**config.mk**
```make
export PLATFORM = sky130hd
export DESIGN_NAME = sorted_double_ended_queue_top
export DESIGN_NICKNAME = d
export VERILOG_FILES = /design/src/rtl/core/sdq_pkg.sv /design/src/rtl/core/sdq_ram.sv /design/src/rtl/core/sdq_ctrl.sv /design/src/rtl/core/sdq_datapath.sv /design/src/rtl/core/sorted_double_ended_queue_top.sv
export SDC_FILE = /design/constraint.sdc
export NUM_CORES = 1
export LEC_CHECK = 0
export BUFFER_PORTS_ARGS = -buffer_cell sky130_fd_sc_hd__buf_2
export CORE_ASPECT_RATIO = 2
export CORE_MARGIN = 2
export CORE_UTILIZATION = 60
export DETAILED_ROUTE_END_ITERATION = 16
export GPL_TIMING_DRIVEN = 0
export PLACE_DENSITY = 0.77
export SETUP_SLACK_MARGIN = 0.15
export SLEW_MARGIN = 20
export SYNTH_ARGS = -nofsm -noshare
export SYNTH_HDL_FRONTEND = slang
export SYNTH_HIERARCHICAL = 1
export SYNTH_SLANG_ARGS = --single-unit
export TNS_END_PERCENT = 5
```
**constraint.sdc**
```tcl
create_clock -name clk -period 11.4 [get_ports clk]
set_input_delay 2.28 -clock clk [delete_from_list [all_inputs] [get_ports clk]]
set_output_delay 2.28 -clock clk [all_outputs]
set_load 0.005 [all_outputs]
```
**src/rtl/core/sdq_pkg.sv**
```systemverilog
// ============================================================================
// sdq_pkg
// Shared types and constants for the sorted double-ended queue.
// ============================================================================
`default_nettype none

package sdq_pkg;

    // Field widths of the request and response transactions
    localparam int CMD_W   = 2;
    localparam int VALUE_W = 32;
    localparam int COUNT_W = 5;
    localparam int STAT_W  = 2;

    // Parameter defaults
    localparam int CAPACITY_DEF   = 16;
    localparam int VALUE_BITS_DEF = 32;

    // Command codes
    localparam logic [CMD_W-1:0] CMD_INSERT  = 2'd0;
    localparam logic [CMD_W-1:0] CMD_REM_MIN = 2'd1;
    localparam logic [CMD_W-1:0] CMD_REM_MAX = 2'd2;

    // Status codes
    localparam logic [STAT_W-1:0] ST_DONE  = 2'd0;
    localparam logic [STAT_W-1:0] ST_EMPTY = 2'd1;
    localparam logic [STAT_W-1:0] ST_FULL  = 2'd2;

    typedef struct packed {
        logic [CMD_W-1:0]          command;
        logic signed [VALUE_W-1:0] value;
    } req_t;

    typedef struct packed {
        logic [STAT_W-1:0]         status;
        logic signed [VALUE_W-1:0] removed_value;
        logic [COUNT_W-1:0]        count;
    } rsp_t;

    // Controller to datapath
    typedef struct packed {
        logic capture;     // latch request, set up status and walk index
        logic ins_read;    // read entry below the walk index
        logic ins_shift;   // move read entry up one slot, step index down
        logic ins_place;   // write new value at walk index, count up
        logic rem_read;    // read the end being removed
        logic rem_commit;  // take read value, count down, move head if needed
        logic post;        // load the response register
    } ctl_cmd_t;

    // Datapath to controller
    typedef struct packed {
        logic full;
        logic empty;
        logic j_zero;      // walk index reached the bottom
        logic ge;          // read entry is not smaller than the new value
        logic slot_free;   // response register can take a new transaction
    } ctl_stat_t;

endpackage

`default_nettype wire

```
**src/rtl/core/sdq_ram.sv**
```systemverilog
// ============================================================================
// sdq_ram
// Generic simple dual-port RAM, one write and one registered read port.
// ============================================================================
`default_nettype none

module sdq_ram #(
    parameter int WIDTH = 32,
    parameter int DEPTH = 16
) (
    input  wire logic                     clk,
    input  wire logic                     we,
    input  wire logic [$clog2(DEPTH)-1:0] waddr,
    input  wire logic [WIDTH-1:0]         wdata,
    input  wire logic                     re,
    input  wire logic [$clog2(DEPTH)-1:0] raddr,
    output      logic [WIDTH-1:0]         rdata
);

    logic [WIDTH-1:0] mem [DEPTH];

    always_ff @(posedge clk)
    begin
        if (we)
        begin
            mem[waddr] <= wdata;
        end
        if (re)
        begin
            rdata <= mem[raddr];
        end
    end

endmodule

`default_nettype wire

```
**src/rtl/core/sdq_ctrl.sv**
```systemverilog
// ============================================================================
// sdq_ctrl
// Sequencer for insert walk, end removal and response posting.
// ============================================================================
`default_nettype none

module sdq_ctrl (
    input  wire logic                      clk,
    input  wire logic                      rst_n,
    input  wire logic                      req_valid,
    input  wire logic [sdq_pkg::CMD_W-1:0] req_command,
    input  wire sdq_pkg::ctl_stat_t        stat,
    output      logic                      req_ready,
    output      sdq_pkg::ctl_cmd_t         cmd
);

    typedef enum logic [2:0] {
        S_IDLE,
        S_INS_RD,
        S_INS_CMP,
        S_REM_RD,
        S_REM_TAKE,
        S_RESULT
    } state_t;

    state_t state_reg;
    state_t state_next;

    assign req_ready = (state_reg == S_IDLE);

    always_comb
    begin
        state_next = state_reg;
        cmd        = '0;
        case (state_reg)
            S_IDLE:
            begin
                if (req_valid)
                begin
                    cmd.capture = 1'b1;
                    if (req_command == sdq_pkg::CMD_INSERT && !stat.full)
                    begin
                        state_next = S_INS_RD;
                    end
                    else if ((req_command inside {sdq_pkg::CMD_REM_MIN,
                                                  sdq_pkg::CMD_REM_MAX}) && !stat.empty)
                    begin
                        state_next = S_REM_RD;
                    end
                    else
                    begin
                        state_next = S_RESULT;
                    end
                end
            end
            S_INS_RD:
            begin
                if (stat.j_zero)
                begin
                    cmd.ins_place = 1'b1;
                    state_next    = S_RESULT;
                end
                else
                begin
                    cmd.ins_read = 1'b1;
                    state_next   = S_INS_CMP;
                end
            end
            S_INS_CMP:
            begin
                if (stat.ge)
                begin
                    cmd.ins_shift = 1'b1;
                    state_next    = S_INS_RD;
                end
                else
                begin
                    cmd.ins_place = 1'b1;
                    state_next    = S_RESULT;
                end
            end
            S_REM_RD:
            begin
                cmd.rem_read = 1'b1;
                state_next   = S_REM_TAKE;
            end
            S_REM_TAKE:
            begin
                cmd.rem_commit = 1'b1;
                state_next     = S_RESULT;
            end
            S_RESULT:
            begin
                if (stat.slot_free)
                begin
                    cmd.post   = 1'b1;
                    state_next = S_IDLE;
                end
            end
            default:
            begin
                state_next = S_IDLE;
            end
        endcase
    end

    always_ff @(posedge clk or negedge rst_n)
    begin
        if (!rst_n)
        begin
            state_reg <= S_IDLE;
        end
        else
        begin
            state_reg <= state_next;
        end
    end

endmodule

`default_nettype wire

```
**src/rtl/core/sdq_datapath.sv**
```systemverilog
// ============================================================================
// sdq_datapath
// Circular sorted store, walk index, head pointer and response register.
// ============================================================================
`default_nettype none

module sdq_datapath #(
    parameter int CAPACITY   = sdq_pkg::CAPACITY_DEF,
    parameter int VALUE_BITS = sdq_pkg::VALUE_BITS_DEF
) (
    input  wire logic               clk,
    input  wire logic               rst_n,
    input  wire sdq_pkg::req_t      req_data,
    input  wire sdq_pkg::ctl_cmd_t  cmd,
    input  wire logic               rsp_ready,
    output      sdq_pkg::ctl_stat_t stat,
    output      logic               rsp_valid,
    output      sdq_pkg::rsp_t      rsp_data
);

    localparam int PTR_W = $clog2(CAPACITY);
    localparam int CNT_W = $clog2(CAPACITY + 1);
    localparam logic [CNT_W-1:0] CAP_CNT = CNT_W'(CAPACITY);

    // Logical index to physical slot, store is circular from head_reg
    function automatic logic [PTR_W-1:0] phys(input logic [PTR_W-1:0] head,
                                              input logic [PTR_W-1:0] idx);
        logic [PTR_W:0] sum;
        begin
            sum = {1'b0, head} + {1'b0, idx};
            if (sum >= (PTR_W+1)'(CAPACITY))
            begin
                sum = sum - (PTR_W+1)'(CAPACITY);
            end
            return sum[PTR_W-1:0];
        end
    endfunction

    logic [PTR_W-1:0]               head_reg;
    logic [CNT_W-1:0]               count_reg;
    logic [CNT_W-1:0]               j_reg;
    logic signed [VALUE_BITS-1:0]   value_reg;
    logic                           op_max_reg;
    logic [sdq_pkg::STAT_W-1:0]     status_reg;
    logic signed [sdq_pkg::VALUE_W-1:0] removed_reg;
    logic                           rsp_valid_reg;
    sdq_pkg::rsp_t                  rsp_data_reg;

    logic signed [VALUE_BITS-1:0]   in_conv;
    logic signed [VALUE_BITS-1:0]   rd_data;
    logic signed [sdq_pkg::VALUE_W-1:0] rd_conv;
    logic [CNT_W-1:0]               j_dec;
    logic [CNT_W-1:0]               cnt_dec;
    logic [PTR_W-1:0]               head_inc;
    logic [PTR_W-1:0]               raddr;
    logic [PTR_W-1:0]               waddr;
    logic [VALUE_BITS-1:0]          wdata;
    logic                           we;
    logic                           re;

    // Value width adaptation between the 32-bit fields and the store
    if (VALUE_BITS <= sdq_pkg::VALUE_W)
    begin : g_narrow
        assign in_conv = req_data.value[VALUE_BITS-1:0];
    end
    else
    begin : g_wide
        assign in_conv = {{(VALUE_BITS-sdq_pkg::VALUE_W){1'b0}}, req_data.value};
    end

    if (VALUE_BITS >= sdq_pkg::VALUE_W)
    begin : g_out_trunc
        assign rd_conv = rd_data[sdq_pkg::VALUE_W-1:0];
    end
    else
    begin : g_out_sext
        assign rd_conv = {{(sdq_pkg::VALUE_W-VALUE_BITS){rd_data[VALUE_BITS-1]}}, rd_data};
    end

    assign j_dec    = j_reg - CNT_W'(1);
    assign cnt_dec  = count_reg - CNT_W'(1);
    assign head_inc = (head_reg == PTR_W'(CAPACITY - 1)) ? '0 : head_reg + PTR_W'(1);

    always_comb
    begin
        re    = cmd.ins_read | cmd.rem_read;
        we    = cmd.ins_shift | cmd.ins_place;
        wdata = cmd.ins_shift ? rd_data : value_reg;
        waddr = phys(head_reg, j_reg[PTR_W-1:0]);
        if (cmd.rem_read)
        begin
            raddr = op_max_reg ? phys(head_reg, cnt_dec[PTR_W-1:0]) : head_reg;
        end
        else
        begin
            raddr = phys(head_reg, j_dec[PTR_W-1:0]);
        end
    end

    sdq_ram #(
        .WIDTH (VALUE_BITS),
        .DEPTH (CAPACITY)
    ) u_store (
        .clk   (clk),
        .we    (we),
        .waddr (waddr),
        .wdata (wdata),
        .re    (re),
        .raddr (raddr),
        .rdata (rd_data)
    );

    always_comb
    begin
        stat.full      = (count_reg >= CAP_CNT);
        stat.empty     = (count_reg == '0);
        stat.j_zero    = (j_reg == '0);
        stat.ge        = (rd_data >= value_reg);
        stat.slot_free = !rsp_valid_reg || rsp_ready;
    end

    // Control state
    always_ff @(posedge clk or negedge rst_n)
    begin
        if (!rst_n)
        begin
            head_reg      <= '0;
            count_reg     <= '0;
            j_reg         <= '0;
            rsp_valid_reg <= 1'b0;
        end
        else
        begin
            if (cmd.capture)
            begin
                j_reg <= count_reg;
            end
            else if (cmd.ins_shift)
            begin
                j_reg <= j_dec;
            end
            if (cmd.ins_place)
            begin
                count_reg <= count_reg + CNT_W'(1);
            end
            else if (cmd.rem_commit)
            begin
                count_reg <= cnt_dec;
                if (!op_max_reg)
                begin
                    head_reg <= head_inc;
                end
            end
            if (cmd.post)
            begin
                rsp_valid_reg <= 1'b1;
            end
            else if (rsp_ready)
            begin
                rsp_valid_reg <= 1'b0;
            end
        end
    end

    // Payload
    always_ff @(posedge clk)
    begin
        if (cmd.capture)
        begin
            value_reg   <= in_conv;
            op_max_reg  <= (req_data.command == sdq_pkg::CMD_REM_MAX);
            removed_reg <= '0;
            if (req_data.command == sdq_pkg::CMD_INSERT && stat.full)
            begin
                status_reg <= sdq_pkg::ST_FULL;
            end
            else if ((req_data.command inside {sdq_pkg::CMD_REM_MIN,
                                               sdq_pkg::CMD_REM_MAX}) && stat.empty)
            begin
                status_reg <= sdq_pkg::ST_EMPTY;
            end
            else
            begin
                status_reg <= sdq_pkg::ST_DONE;
            end
        end
        if (cmd.rem_commit)
        begin
            removed_reg <= rd_conv;
        end
        if (cmd.post)
        begin
            rsp_data_reg.status        <= status_reg;
            rsp_data_reg.removed_value <= removed_reg;
            rsp_data_reg.count         <= sdq_pkg::COUNT_W'(count_reg);
        end
    end

    assign rsp_valid = rsp_valid_reg;
    assign rsp_data  = rsp_data_reg;

`ifndef SYNTH
    a_count_bound: assert property (@(posedge clk) disable iff (!rst_n)
        count_reg <= CAP_CNT)
        else $error("count above capacity");

    a_head_bound: assert property (@(posedge clk) disable iff (!rst_n)
        head_reg <= PTR_W'(CAPACITY - 1))
        else $error("head pointer out of range");

    a_place_room: assert property (@(posedge clk) disable iff (!rst_n)
        cmd.ins_place |-> (count_reg < CAP_CNT) && (j_reg <= count_reg))
        else $error("insert with no room or walk index past count");

    a_remove_nonempty: assert property (@(posedge clk) disable iff (!rst_n)
        (cmd.rem_read || cmd.rem_commit) |-> (count_reg != '0))
        else $error("removal from empty store");

    a_full_status: assert property (@(posedge clk) disable iff (!rst_n)
        (cmd.post && status_reg == sdq_pkg::ST_FULL) |-> (count_reg == CAP_CNT))
        else $error("full status posted below capacity");
`endif

endmodule

`default_nettype wire

```
**src/rtl/core/sorted_double_ended_queue_top.sv**
```systemverilog
// ============================================================================
// sorted_double_ended_queue_top
// Double-ended priority queue over a sorted circular store.
// ============================================================================
//
//  channel   | handshake              | payload         | direction
//  ----------+------------------------+-----------------+----------
//  request   | req_valid / req_ready  | req_data (req_t)| in
//  response  | rsp_valid / rsp_ready  | rsp_data (rsp_t)| out
//
// Each transaction uses the one store read port, whose read is registered:
// an insert reads and compares each entry it moves up, then writes the new
// value; a removal reads one end, then takes it; a rejected command or the
// unused code goes straight to the response. One request at a time.
// Reset (rst_n low, asynchronous) empties the queue; the store is not cleared.
// A held response stalls only the posting of the next one, not its accept.
// ============================================================================
`default_nettype none

module sorted_double_ended_queue_top #(
    parameter int CAPACITY   = sdq_pkg::CAPACITY_DEF,
    parameter int VALUE_BITS = sdq_pkg::VALUE_BITS_DEF
) (
    input  wire logic          clk,
    input  wire logic          rst_n,
    input  wire logic          req_valid,
    output      logic          req_ready,
    input  wire sdq_pkg::req_t req_data,
    output      logic          rsp_valid,
    input  wire logic          rsp_ready,
    output      sdq_pkg::rsp_t rsp_data
);

    // Command and status between sequencer and datapath
    sdq_pkg::ctl_cmd_t  ctl_cmd;
    sdq_pkg::ctl_stat_t ctl_stat;

    // Sequencer: accepts a request only when idle, then walks the store
    sdq_ctrl u_ctrl (
        .clk         (clk),
        .rst_n       (rst_n),
        .req_valid   (req_valid),
        .req_command (req_data.command),
        .stat        (ctl_stat),
        .req_ready   (req_ready),
        .cmd         (ctl_cmd)
    );

    // Datapath: circular store (head pointer makes remove-smallest cheap),
    // insertion by shifting entries not smaller than the new value up one at a time from the top
    sdq_datapath #(
        .CAPACITY   (CAPACITY),
        .VALUE_BITS (VALUE_BITS)
    ) u_dp (
        .clk       (clk),
        .rst_n     (rst_n),
        .req_data  (req_data),
        .cmd       (ctl_cmd),
        .rsp_ready (rsp_ready),
        .stat      (ctl_stat),
        .rsp_valid (rsp_valid),
        .rsp_data  (rsp_data)
    );

endmodule

`default_nettype wire
```
==> metrics.yaml, run 1 <==
routing:
  vias: 13700
  routed_wl_um: 61700
  firstDrtPassIters: 5
  drc: 0
  first_iter_violations: 1488
  routed_via_density: 6.53
  wire_per_inst_um: 29.3
  final_antenna_net_count: 0
layout:
  utilization_pct: 68.7
  final.fill_count: 2631
  largest_reg_flops: 512
  nNetsFinal: 1605
  num_antenna_cells: 0
  areaGrowthSynthToFinish_pct: 13.4
  layout_common_cells: "650 x edfxtp_1, 128 x mux4_2, 86 x buf_2"
  layout_commonest_cell: "edfxtp_1"
  drive_gt1_share_pct: 24.3
grt:
  grt_pass1_vias: 14400
  grt.overflow.total: 0
  grt_pass1_wl_um: 89400
  antenna_found_initial: 1
  track_usage_pct: 27.2
  grt_max_degree: 38
cts:
  clock_latency_ns: 0.59
  path_clk_slew_ns: 0.07
  postCtsHoldBufs: 0
  cts_htree_levels: 2
  cts_buffer_depth: 3
  cts_root_buf: "clkbuf_16"
  cts.repair.resized: 0
  post_cts_buffers: 0
  cts_buffers: 53
  cts_tree: "yes"
  cts_sinks: 668
setup_path:
  crit_top_cell: "buf_4"
  path_buf_inv: 3
  required_ns: 11.69
  crit_fanout: 10
  cp_top_family: "simple AND/OR/NAND/NOR gates"
  crit_path_top_delay_cell: "nor4_2"
  cp_slowest_stage_delay_ns: 0.71
  end_kind: "flop"
  cp.arrival_ns: 6.29
  critPathLaunchType: "flop"
  crit_chain: "ha_1 -> nand4_1 -> nor4_2 -> o31ai_2 -> and3_1 -> o22ai_2 -> nor2b_1 -> and3b_2 -> clkbuf_1 -> or2_2 -> or3b_2 -> nor3_2 -> buf_4 -> buf_4"
  critical_path_class: "flop to flop"
logic_synthesis:
  ys_warn_count: 6
  synth-seq-cells: 668
  mappedNetlistArea_sq_mm: 0.0263
  synth_cells: 1339
  ys_seq_area_share_pct: 76.0
  synth.avg_cell_area_sq_um: 19.6
  synth-edff-count: 650
  synthArstFlopShare_pct: 2.69
  synth.distinct_cells: 54
  synthesis.nets: 1430
  synth_flop_cell: "edfxtp_1"
sta:
  setup_tns_ns: 0
  hold_viol: 0
  rsz0062_at_grt: "no"
  post-route-period-util_pct: 52.7
  fin_skew_ns: 0.0112
  relSlewSlack_pct: 21.3
  finalCriticalPeriod_ns: 6.00
  setup_viol: 0
  tightest_slew_ns: 1.17
  fmax_mhz: 167
  finalMaxSlewViolations: 0
  hold_slack_ns: 0.418
floorplanning:
  die_h_um: 300
  die_w_um: 152
  rows: 108
  core_sq_mm: 0.0434
  die-area_sq_mm: 0.0456
  pin_count: 79
  start_util_pct: 60.6
status:
  status: "completed"
placement:
  portBuffers: 78
  dp_hpwl_um: 41000
  gp_congestion: 0.836
run:
  cap_violations: 0
worst_hold_path:
  hold_path_class: "flop to flop"
## cell type report
cell class	count	area, sq um	area share [%]
inverters	47	176	0.592
clock inverters	29	214	0.718
well taps	550	688	2.31
repair buffers	120	1070	3.58
multi-input cells	561	5970	20.0
flip-flops and latches	668	20000	67.0
clock buffers	66	1420	4.76
plain buffers	63	299	1.00
## final timing paths
check,from,end,slack (ns),cells past startpoint
min reg2reg,u_dp/removed_reg[10],u_dp/rsp_data[15],0.42,0
max reg2reg,u_dp/u_store/rdata[31],u_dp/u_store/mem[0][11],5.40,14
min in group asynchronous,rst_n,u_dp/head_reg[0],1.64,1
min,u_dp/removed_reg[10],u_dp/rsp_data[15],0.42,0
max in group asynchronous,rst_n,u_ctrl/state_reg[0],9.45,1
max,u_dp/u_store/rdata[31],u_dp/u_store/mem[0][11],5.40,14
## metrics by stage
step	instance area (sq um)	instances	worst slack, ns
finish	29800	2104	5.40
CTS	29800	2103	5.50
detailed placement	28200	2008	5.51
floorplan	26300	1339	5.70
global placement	27400	1967	1.38
global route	29800	2104	5.31
## cell families after synthesis
logic type | Yosys count | share of synthesized area, %
XOR/XNOR | 21 | 0.700
AO/OA/AOI/OAI | 155 | 3.95
AND/OR/NAND/NOR | 199 | 3.80
multiplexers | 133 | 11.2
flip-flops | 668 | 76.0
buffers and inverters | 110 | 1.81
adder cells (fa/ha/maj) | 53 | 2.61
## metal layers
layer	wire length (um)	GRT usage [%]	vias up	part of all wire (%)
met5	11	0	-	0.018
met4	3930	16.5	2	6.4
met3	4620	3.50	229	7.5
met2	33200	49.1	823	54
met1	20000	30.8	6973	32
li1	-	-	5715	-
## worst reg2reg max path: stages, from the launching register on
cell,delay [ns]
edfxtp_1,0.46
ha_1,0.50
nand4_1,0.24
nor4_2,0.71
o31ai_2,0.18
and3_1,0.22
o22ai_2,0.14
nor2b_1,0.18
and3b_2,0.31
clkbuf_1,0.71
or2_2,0.29
or3b_2,0.58
nor3_2,0.64
buf_4,0.33
buf_4,0.22
## Yosys cell counts (all sizes together) (3+ instances only)
| cell | instances | area [sq um] |
|---|---|---|
| a21oi | 21 | 105 |
| nand3 | 6 | 30.0 |
| nor2 | 24 | 90.1 |
| xor2 | 9 | 78.8 |
| a22oi | 64 | 480 |
| a21o | 6 | 45.0 |
| inv | 47 | 176 |
| fa | 3 | 60.1 |
| nand3b | 3 | 22.5 |
| clkbuf | 33 | 124 |
| ha | 50 | 626 |
| nor2b | 6 | 37.5 |
| buf | 30 | 175 |
| and2 | 37 | 233 |
| xnor2 | 12 | 105 |
| nor3 | 10 | 66.3 |
| dfrtp | 18 | 450 |
| mux4 | 128 | 2880 |
| and3b | 3 | 28.8 |
| nand2 | 84 | 315 |
| nand4 | 9 | 56.3 |
| nand2b | 8 | 50.1 |
| mux2i | 3 | 30.0 |
| o21ai | 45 | 229 |
| edfxtp | 650 | 19500 |
| or2 | 3 | 18.8 |
Power of run 1 is left out: the tool's default activity adds up to more than one toggle a clock period on the data nets, which glitch-free logic cannot reach.
==> inputs of run 2 (changes only) <==
- CORE_UTILIZATION: 60 -> 56
- PLACE_DENSITY: 0.77 -> 0.76
- clock period: 11.4 -> 5.07 ns (I/O delays scaled with it)
==> run 2 against run 1 <==
Effect of this change: register-to-register slack worse by 5.2 ns; setup slack got worse by 5.2 ns; sequential cell count is the same; cell count rose by 4.3%; clock skew grew 0.0076 ns; fmax grew 23%; non-clock buffer count increased by 9; global-route usage shrank 0.49 points; count of clock-buffer cells in the layout down 4; wire length increased by 3.4%; die area up 7.0%; critical path depth unchanged; critical endpoint is now u_dp/u_store/mem[14][13]; largest cell class unchanged.
==> metrics.yaml, run 2 (synthesized netlist as in run 1, its figures left out) <==
placement:
  dp_hpwl_um: 41200  # +0.42%
  pre_cts_slack_ns: -0.943  # -6.45 ns
  portBuffers: 78  # unchanged
  gp_congestion: 0.826  # -1.1%
setup_path:
  end_kind: "flop"
  required_ns: 5.37  # -6.32 ns
  cp_slowest_stage_delay_ns: 0.61  # -0.10 ns
  r2r_setup_slack_ns: 0.19  # -5.21 ns
  path_buf_inv: 3  # unchanged
  crit_fanout: 12  # +2
  cp.arrival_ns: 5.19  # -1.10 ns
  cp_top_family: "simple AND/OR/NAND/NOR gates"
  crit_top_cell: "buf_16"
  crit_chain: "ha_1 -> nand4_1 -> nor2_1 -> a2111oi_4 -> a21oi_1 -> o22ai_2 -> nor2b_1 -> and3b_2 -> clkbuf_4 -> or2_2 -> nand3_1 -> nor2_4 -> buf_16 -> buf_16"
  critical_path_class: "flop to flop"
  crit_path_top_delay_cell: "nor2_4"
  critPathLaunchType: "flop"
grt:
  grt.overflow.total: 0  # unchanged
  grt_pass1_vias: 14600  # +1.6%
  grt_max_degree: 38  # unchanged
  grt_pass1_wl_um: 91600  # +2.5%
  track_usage_pct: 26.7  # -0.49 points
  antenna_found_initial: 0  # -1
routing:
  routed_wl_um: 63800  # +3.4%
  routed_via_density: 6.33  # -3.0%
  first_iter_violations: 1954  # +31%
  vias: 13900  # +1.2%
  firstDrtPassIters: 6  # +1
  drc: 0  # unchanged
  wire_per_inst_um: 29.1  # -0.84%
  final_antenna_net_count: 0  # unchanged
status:
  status: "completed"
worst_hold_path:
  hold_path_class: "input port to asynchronous set/reset pin"
layout:
  layout_commonest_cell: "edfxtp_1"
  num_antenna_cells: 0  # unchanged
  drive_gt1_share_pct: 25.4  # +1.1 points
  layout_common_cells: "650 x edfxtp_1, 128 x mux4_2, 86 x buf_2"
  largest_reg_flops: 512  # unchanged
  nNetsFinal: 1615  # +0.62%
  final.fill_count: 3062  # +16%
  areaGrowthSynthToFinish_pct: 15.4
cts:
  cts_root_buf: "clkbuf_16"
  cts_sinks: 668  # unchanged
  path_clk_slew_ns: 0.07  # about the same
  cts_buffer_depth: 3  # unchanged
  cts_tree: "yes"
  clock_latency_ns: 0.60  # about the same
  cts_htree_levels: 2  # unchanged
  cts_buffers: 54  # +1.9%
sta:
  setup_slack_ns: 0.188  # -5.21 ns
  rsz0062_at_grt: "yes"
  fin_skew_ns: 0.0188  # +0.00758 ns
  post-route-period-util_pct: 96.3  # +44 points
  finalMaxSlewViolations: 0  # unchanged
  setup_viol: 0  # unchanged
  relSlewSlack_pct: 21.6  # +0.23 points
  finalCriticalPeriod_ns: 4.88  # -1.12 ns
  fmax_mhz: 205  # +23%
  tightest_slew_ns: 1.17  # -0.00336 ns
  hold_viol: 0  # unchanged
run:
  cap_violations: 0  # unchanged
floorplanning:
  pin_count: 79  # unchanged
  rows: 112  # +3.7%
  core_sq_mm: 0.0465  # +7.3%
  die_w_um: 157  # +3.4%
  start_util_pct: 56.5  # -4.1 points
  die-area_sq_mm: 0.0488  # +7.0%
  die_h_um: 310  # +3.5%
[run 2: cell types whose count changed in the layout (fill, tap and decap cells not counted), sizes merged]
| cell | previous run | this run |
|---|---|---|
| buf | 149 | 157 |
| bufinv | 2 | 10 |
| clkinvlp | 1 | 6 |
| clkbuf | 100 | 97 |
| clkinv | 23 | 20 |
| inv | 50 | 49 |
[run 2: what timing repair did]
action	in CTS	in global routing
resized for setup	4	3
endpoints found under the setup margin	1008	242
setup buffers	5	2
hold buffers	0	0
pin swaps	5	5
[run 2: layout make-up]
type	instances	area, sq um	share of cell area, %
Multi-Input combinational cell	561	6000	19.8
Clock buffer	62	1380	4.55
Inverter	47	176	0.582
Tap cell	627	785	2.59
Clock inverter	38	464	1.53
Timing Repair Buffer	129	1250	4.14
Sequential cell	668	20000	65.8
Buffer	63	303	0.998
[run 2: path summary, 6_finish.rpt]
check / to / from / cells after the start
worst max-delay path: u_dp/u_store/mem[14][13] / u_dp/u_store/rdata[31] / 14
worst max register to register: u_dp/u_store/mem[14][13] / u_dp/u_store/rdata[31] / 14
min in group clk: u_dp/rsp_data[10] / u_dp/removed_reg[5] / 0
max in group asynchronous: u_dp/head_reg[3] / rst_n / 1
worst min register to register: u_dp/rsp_data[10] / u_dp/removed_reg[5] / 0
worst min-delay path: u_dp/head_reg[1] / rst_n / 1
[run 2: layer usage]
metal	routed length, um	vias to the layer above	GRT usage, %	share of wire [%]
met2	33900	855	46.9	53
met5	0	-	0	0
met1	21000	7067	31.1	33
met3	4830	233	3.55	7.6
met4	4080	0	16.1	6.4
li1	-	5747	-	-
[run 2: through the flow]
| stage | setup TNS [ns] | hold WS (ns) | utilization [%] | cells | instance area (sq um) |
|---|---|---|---|---|---|
| 6_report | 0 | 0.356 | 65.2 | 2195 | 30300 |
| 5_1_grt | 0 | 0.395 | 65.2 | 2195 | 30300 |
| 2_1_floorplan | -27.13 | 0.400 | - | 1339 | 26300 |
| 4_1_cts | 0 | 0.350 | 65.1 | 2190 | 30300 |
| 3_3_place_gp | -1750.95 | 0.403 | 59.0 | 2044 | 27500 |
| 3_5_place_dp | -437.61 | 0.405 | 60.9 | 2085 | 28300 |
[run 2: worst reg2reg max path, delay by kind of cell, from the launching register on]
kind / cells / cell delay [ns]
buf+inv: 3 / 0.72
compound gates: 3 / 0.95
flops: 1 / 0.50
simple gates: 7 / 1.95
fa+ha+maj: 1 / 0.45
Power of run 2 is left out for the same reason.
==> inputs of run 3 (changes only) <==
- clock period: 5.07 -> 4.05 ns (I/O delays scaled with it)
==> run 3 against run 2 <==
Effect of this change: the flow now finishes with violations (setup timing); worst hold slack got worse by 0.22 ns; final area increased by 3.7%; first-iteration DRC count decreased by 8.9%; via count increased by 3.8%; sequential cell count unchanged; wire length increased by 5.1%; register-to-register slack got worse by 0.36 ns; global-route usage increased by 1.2 points; die area unchanged; setup slack got worse by 0.36 ns.
==> metrics.yaml, run 3 (synthesized netlist as in run 1, its figures left out) <==
status:
  status: "finished with violations"
  violations: "setup timing"
floorplanning:
  start_util_pct: 56.5  # unchanged
  die_h_um: 310  # unchanged
  die_w_um: 157  # unchanged
  core_sq_mm: 0.0465  # unchanged
  rows: 112  # unchanged
  die-area_sq_mm: 0.0488  # unchanged
  pin_count: 79  # unchanged
routing:
  final_antenna_net_count: 0  # unchanged
  routed_wl_um: 67100  # +5.1%
  drc: 0  # unchanged
  vias: 14400  # +3.8%
  routed_via_density: 6.43  # +1.5%
  first_iter_violations: 1781  # -8.9%
  wire_per_inst_um: 29.9  # +2.7%
  firstDrtPassIters: 6  # unchanged
layout:
  nNetsFinal: 1665  # +3.1%
  layout_common_cells: "650 x edfxtp_1, 128 x mux4_2, 91 x buf_2"
  drive_gt1_share_pct: 32.0  # +6.5 points
  areaGrowthSynthToFinish_pct: 19.6
  largest_reg_flops: 512  # unchanged
  num_antenna_cells: 0  # unchanged
  layout_commonest_cell: "edfxtp_1"
  utilization_pct: 67.6  # +2.4 points
  final_cells: 2246  # +2.3%
setup_path:
  r2r_setup_slack_ns: -0.17  # -0.36 ns
  r2r_start: "u_dp/u_store/rdata[31]"
  cp.arrival_ns: 4.52  # -0.67 ns
  critPathLaunchType: "flop"
  required_ns: 4.35  # -1.02 ns
  critical_path_class: "flop to flop"
  crit_fanout: 11  # -1
  end_kind: "flop"
  crit_path_start: "u_dp/u_store/rdata[31]"
sta:
  relSlewSlack_pct: 34.5  # +13 points
  fmax_mhz: 237  # +16%
  setup_slack_ns: -0.170  # -0.359 ns
  finalMaxSlewViolations: 0  # unchanged
  setup_viol: 259  # +259
  hold_viol: 0  # unchanged
  rsz0062_at_grt: "yes"
  hold_slack_ns: 0.133  # -0.222 ns
  post-route-period-util_pct: 104  # +7.9 points
  tightest_slew_ns: 0.969  # -0.199 ns
  fin_skew_ns: 0.0269  # +0.00818 ns
  finalCriticalPeriod_ns: 4.22  # -0.661 ns
placement:
  dp.cells: 2078  # -0.34%
  portBuffers: 78  # unchanged
  dp_hpwl_um: 40500  # -1.6%
  gp_congestion: 0.827  # +0.11%
  pre_cts_slack_ns: -1.17  # -0.229 ns
cts:
  cts_buffers: 54  # unchanged
  postCtsHoldBufs: 0  # unchanged
  path_clk_slew_ns: 0.08  # about the same
  cts_root_buf: "clkbuf_16"
  cts_tree: "yes"
  cts_buffer_depth: 3  # unchanged
  clock_latency_ns: 0.61  # about the same
  cts_htree_levels: 2  # unchanged
  cts_sinks: 668  # unchanged
grt:
  grt_pass1_vias: 15000  # +2.7%
  grt_max_degree: 38  # unchanged
  antenna_found_initial: 0  # unchanged
  track_usage_pct: 27.9  # +1.2 points
  grt.overflow.total: 0  # unchanged
  grt_pass1_wl_um: 96200  # +5.0%
worst_hold_path:
  hold_path_class: "input port to asynchronous set/reset pin"
run:
  cap_violations: 0  # unchanged
[run 3: final timing paths]
path / endpoint / depth (start not counted)
setup / recovery: u_dp/u_store/mem[0][5] / 16
hold / removal: u_dp/head_reg[0] / 1
hold reg to reg: u_dp/rsp_data[11] / 0
min in group clk: u_dp/value_reg[29] / 1
setup reg to reg: u_dp/u_store/mem[0][5] / 16
max in group asynchronous: u_ctrl/state_reg[0] / 1
[run 3: critical path: stages (launching register included)]
cell,delay [ns]
edfxtp_1,0.46
ha_2,0.47
nand4_1,0.22
buf_4,0.21
nor4_4,0.13
buf_4,0.20
o31ai_2,0.08
and3_1,0.19
o22ai_4,0.18
nor2b_4,0.19
and3b_2,0.24
clkbuf_16,0.17
or2_4,0.15
or3b_4,0.46
nor3_4,0.19
buf_12,0.17
buf_12,0.16
[run 3: through the flow]
step                 TNS, ns  cell area, sq um
finish                -20.73             31400
CTS                    -3.26             31100
floorplan                  0             26400
detailed placement   -866.18             28300
global placement    -1420.13             27600
global route          -43.23             31400
[run 3: per-layer routing]
metal  share of wire [%]  vias to the layer above  GRT usage, %
met4                 6.8                        0          15.7
li1                    -                     5838             -
met5                   0                        -             0
met3                 8.3                      277          3.72
met1                  32                     7319          32.8
met2                  52                     1000          49.1
[run 3: repair_timing]
| action | in CTS | in global routing |
|---|---|---|
| setup endpoints to repair | 1058 | 1040 |
| setup buffers | 51 | 14 |
| cloned | 1 | 1 |
| gates resized for setup | 82 | 60 |
| pin swaps | 26 | 13 |
[run 3: layout make-up]
class,count,area [sq um]
plain buffers,62,369
clock buffers,65,1430
clock inverters,36,359
fillers,2865,15100
inverters,47,176
multi-input cells,561,6380
flip-flops and latches,668,20000
well taps,627,785
repair buffers,180,1980
Power of run 3 is left out for the same reason.
